File: src/cpu_pkg.sv
// Package for the camera pose update block: payload structs, constants,
// CORDIC arctangent table, controller/datapath command types. No dependencies.
`default_nettype none
package cpu_pkg;

    localparam int CORDIC_STEPS_DEF = 16;
    localparam int ATAN_ENTRIES     = 24;

    localparam logic signed [33:0] CORDIC_K    = 34'sd652032874;
    localparam logic signed [33:0] PI_Q30      = 34'sd3373259426;
    localparam logic signed [33:0] HALF_PI_Q30 = 34'sd1686629713;
    localparam logic signed [33:0] ONE_Q30     = 34'sd1073741824;

    localparam logic signed [31:0] LOOK_Y_RST = 32'sd65536;
    localparam logic signed [31:0] LOOK_Z_RST = 32'sd32768;

    typedef enum logic [1:0] {
        ACT_LOAD   = 2'd0,
        ACT_MOVE   = 2'd1,
        ACT_ROTATE = 2'd2,
        ACT_NONE   = 2'd3
    } action_t;

    typedef struct packed {
        logic [1:0]         action;
        logic signed [31:0] speed;
        logic signed [15:0] angle;
        logic signed [15:0] axis_x;
        logic signed [15:0] axis_y;
        logic signed [15:0] axis_z;
        logic signed [31:0] load_pos_x;
        logic signed [31:0] load_pos_y;
        logic signed [31:0] load_pos_z;
        logic signed [31:0] load_view_x;
        logic signed [31:0] load_view_y;
        logic signed [31:0] load_view_z;
    } in_item_t;

    typedef struct packed {
        logic signed [31:0] pos_x;
        logic signed [31:0] pos_y;
        logic signed [31:0] pos_z;
        logic signed [31:0] view_x;
        logic signed [31:0] view_y;
        logic signed [31:0] view_z;
    } out_item_t;

    typedef enum logic [2:0] {
        ST_IDLE,
        ST_CORDIC,
        ST_MAT,
        ST_APPLY,
        ST_OUT
    } state_t;

    // datapath micro-ops
    typedef enum logic [2:0] {
        OP_NOP,
        OP_CAPTURE,
        OP_CORDIC,
        OP_MAT,
        OP_APPLY,
        OP_FINISH
    } op_t;

    typedef struct packed {
        op_t        op;
        logic [4:0] step;
    } cmd_t;

    typedef struct packed {
        logic [1:0] action;
    } status_t;

    function automatic logic signed [31:0] atan_q30(input logic [4:0] i);
        logic signed [31:0] r;
        begin
            unique case (i)
                5'd0:    r = 32'h3243F6A8;
                5'd1:    r = 32'h1DAC6705;
                5'd2:    r = 32'h0FADBAFC;
                5'd3:    r = 32'h07F56EA6;
                5'd4:    r = 32'h03FEAB76;
                5'd5:    r = 32'h01FFD55B;
                5'd6:    r = 32'h00FFFAAA;
                5'd7:    r = 32'h007FFF55;
                5'd8:    r = 32'h003FFFEA;
                5'd9:    r = 32'h001FFFFD;
                5'd10:   r = 32'h000FFFFF;
                5'd11:   r = 32'h0007FFFF;
                5'd12:   r = 32'h0003FFFF;
                5'd13:   r = 32'h0001FFFF;
                5'd14:   r = 32'h0000FFFF;
                5'd15:   r = 32'h00007FFF;
                5'd16:   r = 32'h00003FFF;
                5'd17:   r = 32'h00001FFF;
                5'd18:   r = 32'h00000FFF;
                5'd19:   r = 32'h000007FF;
                5'd20:   r = 32'h000003FF;
                5'd21:   r = 32'h000001FF;
                5'd22:   r = 32'h000000FF;
                5'd23:   r = 32'h0000007F;
                default: r = 32'sd0;
            endcase
            return r;
        end
    endfunction

    function automatic logic signed [31:0] sat32(input logic signed [63:0] v);
        begin
            if (v > 64'sh07FFFFFFF)
                return 32'sh7FFFFFFF;
            else if (v < -64'sh080000000)
                return 32'sh80000000;
            else
                return v[31:0];
        end
    endfunction

endpackage
`default_nettype wire

File: src/cpu_ctrl.sv
// Controller FSM for the camera pose update block.
// Depends on cpu_pkg.
`default_nettype none
module cpu_ctrl #(
    parameter int CORDIC_STEPS = cpu_pkg::CORDIC_STEPS_DEF
) (
    input  wire logic             clk,
    input  wire logic             rst_n,
    input  wire logic             in_fire,
    input  wire logic             out_fire,
    input  wire cpu_pkg::status_t sts,
    output cpu_pkg::cmd_t         cmd,
    output logic                  busy,
    output logic                  out_pending
);
    import cpu_pkg::*;

    localparam int NSTEPS = (CORDIC_STEPS > ATAN_ENTRIES) ? ATAN_ENTRIES : CORDIC_STEPS;
    localparam logic [4:0] LAST_STEP = 5'(NSTEPS - 1);

    state_t     state_reg, state_next;
    logic [4:0] step_reg, step_next;

    always_ff @(posedge clk or negedge rst_n)
    begin
        if (!rst_n)
        begin
            state_reg <= ST_IDLE;
            step_reg  <= '0;
        end
        else
        begin
            state_reg <= state_next;
            step_reg  <= step_next;
        end
    end

    always_comb
    begin
        state_next  = state_reg;
        step_next   = step_reg;
        cmd.op      = OP_NOP;
        cmd.step    = step_reg;
        busy        = 1'b1;
        out_pending = 1'b0;
        unique case (state_reg)
            ST_IDLE:
            begin
                busy = 1'b0;
                if (in_fire)
                begin
                    cmd.op    = OP_CAPTURE;
                    step_next = '0;
                    state_next = ST_CORDIC;
                end
            end
            ST_CORDIC:
            begin
                if (sts.action != ACT_ROTATE)
                begin
                    cmd.op     = OP_FINISH;
                    state_next = ST_OUT;
                end
                else
                begin
                    cmd.op = OP_CORDIC;
                    if (step_reg == LAST_STEP)
                    begin
                        step_next  = '0;
                        state_next = ST_MAT;
                    end
                    else
                        step_next = step_reg + 5'd1;
                end
            end
            ST_MAT:
            begin
                // steps 0..2: s*a; 3..5: t*a; 6..14: products, entries latched on 14
                cmd.op = OP_MAT;
                if (step_reg == 5'd14)
                begin
                    step_next  = '0;
                    state_next = ST_APPLY;
                end
                else
                    step_next = step_reg + 5'd1;
            end
            ST_APPLY:
            begin
                // 9 products, then 3 writebacks
                cmd.op = OP_APPLY;
                if (step_reg == 5'd11)
                    state_next = ST_OUT;
                step_next = step_reg + 5'd1;
            end
            ST_OUT:
            begin
                out_pending = 1'b1;
                if (out_fire)
                    state_next = ST_IDLE;
            end
            default: state_next = ST_IDLE;
        endcase
    end
endmodule
`default_nettype wire

File: config.mk
export PLATFORM = sky130hd
export DESIGN_NAME = cpu_ctrl
export DESIGN_NICKNAME = d
export VERILOG_FILES = /design/src/cpu_pkg.sv /design/src/cpu_ctrl.sv
export SDC_FILE = /design/constraint.sdc
export NUM_CORES = 1
export LEC_CHECK = 0
export BUFFER_PORTS_ARGS = -buffer_cell sky130_fd_sc_hd__buf_2
export CORE_MARGIN = 1
export CORE_UTILIZATION = 40
export CTS_BUF_LIST = sky130_fd_sc_hd__clkbuf_4
export CTS_CLUSTER_DIAMETER = 200
export DETAILED_ROUTE_END_ITERATION = 10
export MAX_ROUTING_LAYER = met4
export PLACE_DENSITY = 0.6
export SLEW_MARGIN = 30
export SYNTH_ARGS = -nofsm -noshare
export SYNTH_HDL_FRONTEND = slang
export SYNTH_SLANG_ARGS = --single-unit
export TNS_END_PERCENT = 50
File: constraint.sdc
create_clock -name clk -period 1.97 [get_ports clk]
set_input_delay 0.2955 -clock clk [delete_from_list [all_inputs] [get_ports clk]]
set_output_delay 0.2955 -clock clk [all_outputs]
set_load 0.01 [all_outputs]
==> impl_metrics.py, run 1 <==
metrics = {
    "routing": {
        "first_pass_iters": 4,
        "vias": 615,
        "drcViolationCount": 0,
        "drt-total-wl_um": 1530,
        "viasPerCell": 5.54,
        "drtAntennaViolNets": 0,
        "wire_per_inst_um": 13.7,
        "drt_iter0_drc": 25,
    },
    "sta": {
        "period_share": 0.937,
        "tns_ns": 0,
        "hold_violations": 0,
        "max_freq_mhz": 542,
        "rsz0062_at_grt": "no",
        "fin_crit_ns": 1.85,
        "setup_viol": 0,
        "slew_violations": 0,
        "tightestPinTransition_ns": 0.592,
        "skew_ns": 0.00437,
        "slew_headroom": 0.605,
    },
    "grt": {
        "grt_pass1_wl_um": 2450,
        "grt_overflow": 0,
        "grt_pass1_vias": 535,
        "grt_max_degree": 17,
        "track_usage": 0.186,
        "antenna_found_initial": 0,
    },
    "setup_path": {
        "crit_path_cell_trace": "ha_2 > nand3_1 > inv_1 > ha_1 > nand2b_1 > a22oi_2 > nor2_2 > a221o_1",
        "cp.arrival_ns": 1.99,
        "critical_path_class": "reg2reg",
        "critPathMaxStageDelay_ns": 0.42,
        "startpoint_type": "flop",
        "critical_path.endpoint_type": "flop",
        "crit_required_ns": 2.11,
        "startpoint": "step_reg[0]$_DFFE_PN0P_",
        "r2r_start": "step_reg[0]$_DFFE_PN0P_",
        "cp_max_fo": 6,
        "cp_slowest_cell": "dfrtp_1",
    },
    "die": {
        "io_pins": 16,
        "die_h_um": 42.3,
        "coreArea_um2": 1510,
        "rows": 14,
        "die-area_um2": 1790,
        "initial_core_util": 0.432,
        "die_width_um": 42.3,
    },
    "synth": {
        "yosysWarnings": 0,
        "synth.most_common_cell": "nor2_1",
        "async_flop_share": 1.00,
        "synth_area_um2": 651,
        "netlist_top_cells_count": "nor2_1 (9), dfrtp_1 (8), inv_1 (6)",
        "yosysTopAreaCell": "dfrtp_1",
        "synth-edff-count": 0,
        "seq_area_frac_synth": 0.308,
        "synthCells": 78,
        "synth_seq_cells": 8,
        "ys.flop_type": "dfrtp_1",
        "netlist.area_leader.share": 0.308,
        "syn_avg_cell_area_um2": 8.34,
        "synthDistinctLibCells": 32,
        "synthTopCellsByArea": "dfrtp_1 (31%), ha_1 (7.7%), nor2_1 (5.2%)",
        "syn_nets": 88,
    },
    "power": {
        "power.density_nw_per_um2": 961,
        "p_total_uw": 753,
        "ir_drop_v": 0.000381,
        "leakage_nw": 0.372,
    },
    "clock_network": {
        "cts_made_buffers": 3,
        "clk_latency_ns": 0.25,
        "clock-sinks": 8,
        "cts_root_buf": "clkbuf_4",
        "cts_tree": "built",
        "clk_pin_slew_ns": 0.06,
        "cts_htree_levels": 1,
        "post_cts_buffers": 0,
        "clockBufferDepth": 2,
    },
    "status": {
        "status": "complete, no violations",
    },
    "layout": {
        "post-route-util": 0.520,
        "diodes": 0,
        "drive_gt1_frac": 0.305,
        "nets": 107,
        "largest_reg_flops": 5,
        "syn_to_final_growth_pct": 20.4,
    },
    "hold_path": {
        "timing.hold.worst.class": "in2reg",
        "min_from": "out_fire",
    },
    "placed_design": {
        "io_buffers": 15,
        "finalWeightedCongestion": 0.871,
        "hpwlAfterDp_um": 1140,
    },
    "job": {
        "drv_cap": 0,
    },
}
==> report_power, final <==
| group | total (mW) | internal [mW] | switching (mW) |
|---|---|---|---|
| clock network | 0.129 | 0.0700 | 0.0592 |
| registers | 0.247 | 0.197 | 0.0501 |
| logic | 0.376 | 0.165 | 0.212 |
| total | 0.753 | 0.432 | 0.321 |
==> per-stage QoR <==
stage	instance area [um2]	setup slack [ns]	hold WS, ns	std cells
after global placement	741	0.155	0.149	107
after CTS	773	0.0453	0.310	111
after floorplan	651	0.168	-0.0000911	78
after detailed placement	741	0.0911	0.153	107
after global routing	783	0.00667	0.320	111
final	783	0.124	0.309	111
==> worst paths after layout <==
| check | end | slack, ns | cells after the start |
|---|---|---|---|
| min in group asynchronous | step_reg[3]$_DFFE_PN0P_ | 0.41 | 2 |
| setup / recovery | step_reg[3]$_DFFE_PN0P_ | 0.12 | 8 |
| hold reg to reg | step_reg[0]$_DFFE_PN0P_ | 0.62 | 1 |
| hold / removal | state_reg[2]$_DFFE_PN0P_ | 0.31 | 3 |
| setup reg to reg | step_reg[3]$_DFFE_PN0P_ | 0.12 | 8 |
| max in group asynchronous | step_reg[4]$_DFFE_PN0P_ | 1.39 | 2 |
==> repair_timing <==
action,4_1_cts,5_1_grt
hold buffers,1,0
gates resized for setup,0,3
setup endpoints to repair,0,3
hold endpoints to repair,8,0
==> per-layer routing <==
| metal | global-route usage | share of wire |
|---|---|---|
| met1 | 0.288 | 0.54 |
| met2 | 0.237 | 0.42 |
| met3 | 0.0431 | 0.041 |
| met4 | 0.0563 | 0.0033 |
| met5 | - | 0 |
==> cell usage in the layout, fill, tap and decap left out, types with 2 or more instances in the layout <==
cell type  netlist  layout
a22o_1           3       3
nor3_1           3       3
nand2_1          4       4
inv_1            6       6
buf_2            4      15
buf_4            2       4
dfrtp_1          8       8
nand3_1          3       3
o21ai_0          3       3
nand2b_1         3       3
nor2_2           1       2
nand3b_1         2       2
nor2_1           9       8
ha_1             4       3
clkbuf_4         0       3
nor2b_1          4       4
o21ai_1          2       2
==> cells by family (layout without fill, tap and decap cells) <==
kind of cell / after synthesis / in the layout / synth area share
DFF: 8 / 8 / 0.308
muxes: 1 / 1 / 0.0154
AOI/OAI and AO/OA: 19 / 19 / 0.233
buffers and inverters: 13 / 30 / 0.0942
adders and majority gates: 4 / 4 / 0.0769
and+or+nand+nor: 33 / 33 / 0.273
==> critical path, delay by kind of cell (launching register included) <==
kind	cells	cell delay, ns
buffers and inverters	1	0.06
AOI/OAI and AO/OA	2	0.57
and+or+nand+nor	3	0.28
adders and majority gates	2	0.40
DFF	1	0.42
==> final cells by class <==
type / instances / area [um2]
flip-flops and latches: 8 / 200
multi-input cells: 57 / 399
clock buffers: 3 / 22.5
fillers: 167 / 723
well taps: 16 / 20.0
repair buffers: 20 / 115
inverters: 7 / 26.3
Note: power is estimated with default switching activity, not from simulation.
==> run 2, diff against run 1 <==
==> constraint.sdc (replaced) <==
create_clock -name clk -period 1.97 [get_ports clk]
set_input_delay 0.197 -clock clk [delete_from_list [all_inputs] [get_ports clk]]
set_output_delay 0.197 -clock clk [all_outputs]
set_load 0.01 [all_outputs]
==> impl_metrics.py, run 2 (synthesis results as in run 1) <==
metrics = {
    "clock_network": {
        "cts_htree_levels": 1,
        "clock-sinks": 8,
        "cts_root_buf": "clkbuf_4",
        "cts_tree": "built",
        "clk_pin_slew_ns": 0.06,
        "clockBufferDepth": 2,
        "clk_latency_ns": 0.26,
        "cts_made_buffers": 3,
    },
    "routing": {
        "drtAntennaViolNets": 0,
        "viasPerCell": 5.64,
        "vias": 632,
        "wire_per_inst_um": 13.5,
        "drcViolationCount": 0,
        "first_pass_iters": 4,
        "drt_iter0_drc": 29,
        "drt-total-wl_um": 1510,
    },
    "setup_path": {
        "r2r_start": "step_reg[0]$_DFFE_PN0P_",
        "r2r-end": "step_reg[3]$_DFFE_PN0P_",
        "endpoint": "step_reg[3]$_DFFE_PN0P_",
        "startpoint": "step_reg[0]$_DFFE_PN0P_",
        "critical_path_class": "reg2reg",
        "cp_max_fo": 6,
        "r2r_cells": 8,
        "reg2reg_slack_ns": 0.14,
        "crit_required_ns": 2.11,
        "critical_path.endpoint_type": "flop",
        "startpoint_type": "flop",
        "cp.arrival_ns": 1.97,
    },
    "sta": {
        "tns_ns": 0,
        "hold_violations": 0,
        "max_freq_mhz": 547,
        "fin_crit_ns": 1.83,
        "slew_headroom": 0.743,
        "rsz0062_at_grt": "no",
        "period_share": 0.928,
        "slew_violations": 0,
        "tightestPinTransition_ns": 0.386,
        "setup_viol": 0,
        "skew_ns": 0.00340,
    },
    "die": {
        "die_width_um": 42.3,
        "die_h_um": 42.3,
        "rows": 14,
        "io_pins": 16,
        "initial_core_util": 0.432,
        "die-area_um2": 1790,
        "coreArea_um2": 1510,
    },
    "placed_design": {
        "io_buffers": 15,
        "dp_cells": 108,
        "hpwlAfterDp_um": 1170,
        "finalWeightedCongestion": 0.869,
    },
    "power": {
        "leakage_nw": 0.377,
        "ir_drop_v": 0.000428,
        "power.density_nw_per_um2": 959,
    },
    "grt": {
        "grt_pass1_wl_um": 2500,
        "grt_pass1_vias": 548,
        "grt_max_degree": 14,
        "antenna_found_initial": 0,
        "grt_overflow": 0,
        "track_usage": 0.189,
    },
    "layout": {
        "fin_cells": 112,
        "diodes": 0,
        "syn_to_final_growth_pct": 21.3,
        "final_common_cell": "buf_2",
        "largest_reg_flops": 5,
        "nets": 108,
        "drive_gt1_frac": 0.313,
        "final_cell_mix": "buf_2 (15), nor2_1 (9), dfrtp_1 (7), inv_1 (6), buf_4 (5)",
    },
    "status": {
        "status": "complete, no violations",
    },
    "job": {
        "drv_cap": 0,
    },
    "hold_path": {
        "timing.hold.worst.class": "in2reg",
    },
}
## run 2: final cells by class
type	count	area, um2
Inverter	7	26.3
Clock buffer	3	22.5
Fill cell	146	717
Timing Repair Buffer	21	123
Sequential cell	8	201
Tap cell	16	20.0
Multi-Input combinational cell	57	397
## run 2: worst min-delay path by stage
stage          startpoint                        to  slack [ns]  cells after the start
2_1_floorplan       rst_n  state_reg[0]$_DFFE_PN0P_        -0.1                      0
3_3_place_gp        rst_n   step_reg[1]$_DFFE_PN0P_        0.05                      1
3_5_place_dp        rst_n   step_reg[1]$_DFFE_PN0P_        0.05                      1
4_1_cts          out_fire  state_reg[2]$_DFFE_PN0P_        0.19                      3
5_1_grt          out_fire  state_reg[2]$_DFFE_PN0P_        0.19                      3
6_report         out_fire  state_reg[2]$_DFFE_PN0P_        0.20                      3
## run 2: metrics by stage
stage	utilization	power (mW)	hold WS (ns)	instance area, um2	setup WS, ns
detailed placement	0.497	0.615	0.0535	748	0.0643
floorplan	-	0.499	-0.0986	651	0.168
finish	0.524	0.757	0.198	790	0.141
global placement	0.497	0.613	0.0516	748	0.153
CTS	0.518	0.750	0.190	781	0.0514
global route	0.524	0.807	0.191	790	0.0205
## run 2: what timing repair did
action	in CTS	in global routing
resized for setup	0	3
buffers inserted	0	0
setup endpoints to repair	0	3
hold buffers	1	0
endpoints found under the hold margin	8	0
## run 2: worst max-delay path: stages, from the launching register on
cell	delay, ns
dfrtp_2	0.41
ha_2	0.22
nand3_1	0.12
inv_1	0.07
ha_1	0.18
nand2b_1	0.08
a22oi_2	0.25
nor2_2	0.09
a221o_1	0.30
## run 2: layer usage
metal	GRT usage	vias up	routed length, um
met5	-	-	0
met4	0.0750	0	6
met3	0.0431	2	122
met2	0.268	26	650
met1	0.259	293	727
li1	-	311	-
## run 2: power by group
part / internal [mW] / total, mW / switching, mW / leakage (nW)
registers: 0.199 / 0.248 / 0.0490 / 0.107
logic: 0.165 / 0.378 / 0.213 / 0.256
clock network: 0.0702 / 0.132 / 0.0617 / 0.0138
==> run 3, diff against run 2 <==
--- a/config.mk
+++ b/config.mk
@@ -5,14 +5,16 @@
 export SDC_FILE = /design/constraint.sdc
 export NUM_CORES = 1
 export LEC_CHECK = 0
-export BUFFER_PORTS_ARGS = -buffer_cell sky130_fd_sc_hd__buf_2
+export CELL_PAD_IN_SITES_DETAIL_PLACEMENT = 0
+export CELL_PAD_IN_SITES_GLOBAL_PLACEMENT = 1
 export CORE_MARGIN = 1
 export CORE_UTILIZATION = 40
 export CTS_BUF_LIST = sky130_fd_sc_hd__clkbuf_4
 export CTS_CLUSTER_DIAMETER = 200
 export DETAILED_ROUTE_END_ITERATION = 10
+export DONT_BUFFER_PORTS = 1
 export MAX_ROUTING_LAYER = met4
-export PLACE_DENSITY = 0.6
+export PLACE_DENSITY = 0.67
 export SLEW_MARGIN = 30
 export SYNTH_ARGS = -nofsm -noshare
 export SYNTH_HDL_FRONTEND = slang
==> impl_metrics.py, run 3 (synthesis results as in run 1) <==
metrics = {
    "status": {
        "status": "complete, no violations",
    },
    "clock_network": {
        "clk_latency_ns": 0.25,
        "clockBufferDepth": 2,
        "clock-sinks": 8,
        "cts_made_buffers": 3,
        "post_cts_buffers": 0,
        "clk_pin_slew_ns": 0.05,
        "cts_htree_levels": 1,
        "cts_root_buf": "clkbuf_4",
        "cts_tree": "built",
    },
    "sta": {
        "slew_violations": 0,
        "tightestPinTransition_ns": 0.457,
        "setup_viol": 0,
        "slew_headroom": 0.693,
        "skew_ns": 0.00233,
        "max_freq_mhz": 551,
        "rsz0062_at_grt": "no",
        "fin_crit_ns": 1.81,
        "tns_ns": 0,
        "period_share": 0.921,
        "hold_violations": 0,
    },
    "job": {
        "drv_cap": 0,
    },
    "power": {
        "power.density_nw_per_um2": 950,
        "clkPwrFrac": 0.171,
        "p_comb_frac": 0.484,
        "internal_power_uw": 399,
        "switching_share": 0.421,
        "power.switching_uw": 290,
        "share_seq_of_total_power": 0.345,
        "ir_drop_v": 0.000452,
        "leakage_nw": 0.321,
    },
    "setup_path": {
        "cp_max_fo": 4,
        "critical_path.endpoint_type": "flop",
        "startpoint_type": "flop",
        "cp.arrival_ns": 1.94,
        "critical_path_class": "reg2reg",
        "crit_required_ns": 2.10,
    },
    "die": {
        "rows": 14,
        "io_pins": 16,
        "die-area_um2": 1790,
        "die_width_um": 42.3,
        "die_h_um": 42.3,
        "initial_core_util": 0.432,
        "coreArea_um2": 1510,
    },
    "routing": {
        "drt-total-wl_um": 1460,
        "vias": 594,
        "viasPerCell": 6.00,
        "first_pass_iters": 4,
        "drcViolationCount": 0,
        "drt_iter0_drc": 13,
        "wire_per_inst_um": 14.8,
        "drtAntennaViolNets": 0,
    },
    "grt": {
        "grt_pass1_wl_um": 2440,
        "track_usage": 0.190,
        "grt_max_degree": 14,
        "grt_pass1_vias": 521,
        "grt_overflow": 0,
        "antenna_found_initial": 0,
    },
    "layout": {
        "drive_gt1_frac": 0.181,
        "nets": 95,
        "final_common_cell": "nor2_1",
        "largest_reg_flops": 5,
        "final_cell_mix": "nor2_1 (9), dfrtp_1 (8), buf_4 (7), inv_1 (6)",
        "diodes": 0,
        "syn_to_final_growth_pct": 11.5,
        "design_area_um2": 726,
    },
    "hold_path": {
        "timing.hold.worst.class": "in2reg",
    },
    "placed_design": {
        "finalWeightedCongestion": 0.807,
        "hpwlAfterDp_um": 1130,
        "io_buffers": 0,
        "post_dp_cell_area_um2": 688,
    },
}
==> run 3: cell count changes in the layout (fill, tap and decap cells not counted), sizes merged <==
| cell | change |
|---|---|
| buf | -13 |
==> run 3: layout make-up <==
type	instances	area [um2]
Fill cell	154	781
Multi-Input combinational cell	57	394
Sequential cell	8	200
Timing Repair Buffer	8	62.6
Inverter	7	26.3
Clock buffer	3	22.5
Tap cell	16	20.0
==> run 3: power groups by stage <==
| stage | combinational (mW) | sequential (mW) | clock (mW) |
|---|---|---|---|
| global route | 0.370 | 0.245 | 0.131 |
| CTS | 0.331 | 0.239 | 0.125 |
| global placement | 0.325 | 0.241 | 0 |
| detailed placement | 0.324 | 0.242 | 0 |
| floorplan | 0.265 | 0.235 | 0 |
| finish | 0.333 | 0.238 | 0.118 |
==> run 3: what timing repair did <==
| item | in CTS | in global routing |
|---|---|---|
| endpoints found under the hold margin | 8 | 0 |
| setup endpoints to repair | 0 | 1 |
| hold buffers | 1 | 0 |
| resized for setup | 0 | 1 |
==> run 3: routing by layer <==
metal	vias to the layer above	GRT usage	routed length, um
met5	-	-	0
met4	0	0.144	21
met3	4	0.0216	62
met2	21	0.262	683
met1	276	0.253	694
li1	293	-	-
==> run 3: path summary, 6_finish.rpt <==
path                                           from                       end  slack (ns)  depth (start not counted)
max                         step_reg[1]$_DFFE_PN0P_   step_reg[3]$_DFFE_PN0P_        0.16                          8
min                                        out_fire  state_reg[2]$_DFFE_PN0P_        0.12                          2
max reg2reg                 step_reg[1]$_DFFE_PN0P_   step_reg[3]$_DFFE_PN0P_        0.16                          8
min reg2reg                state_reg[2]$_DFFE_PN0P_  state_reg[1]$_DFFE_PN0P_        0.60                          1
max in group asynchronous                     rst_n   step_reg[4]$_DFFE_PN0P_        1.42                          1
min in group asynchronous                     rst_n   step_reg[1]$_DFFE_PN0P_        0.29                          1
==> run 3: stage by stage <==
step           utilization  power, mW  instances  worst slack [ns]  hold WS [ns]
2_1_floorplan            -      0.499         78             0.168       -0.0986
6_report             0.482      0.689         99             0.157         0.118
3_5_place_dp         0.457      0.566         95             0.125       -0.0984
4_1_cts              0.478      0.694         99             0.111         0.116
3_3_place_gp         0.457      0.566         95             0.147       -0.0984
5_1_grt              0.482      0.747         99            0.0286         0.133
==> run 3: critical path, stage by stage, from the launching register on <==
cell,delay (ns)
dfrtp_1,0.36
ha_1,0.22
nand3_1,0.12
inv_1,0.07
ha_1,0.20
nand2b_1,0.09
a22oi_2,0.25
nor2_2,0.09
a221o_1,0.30
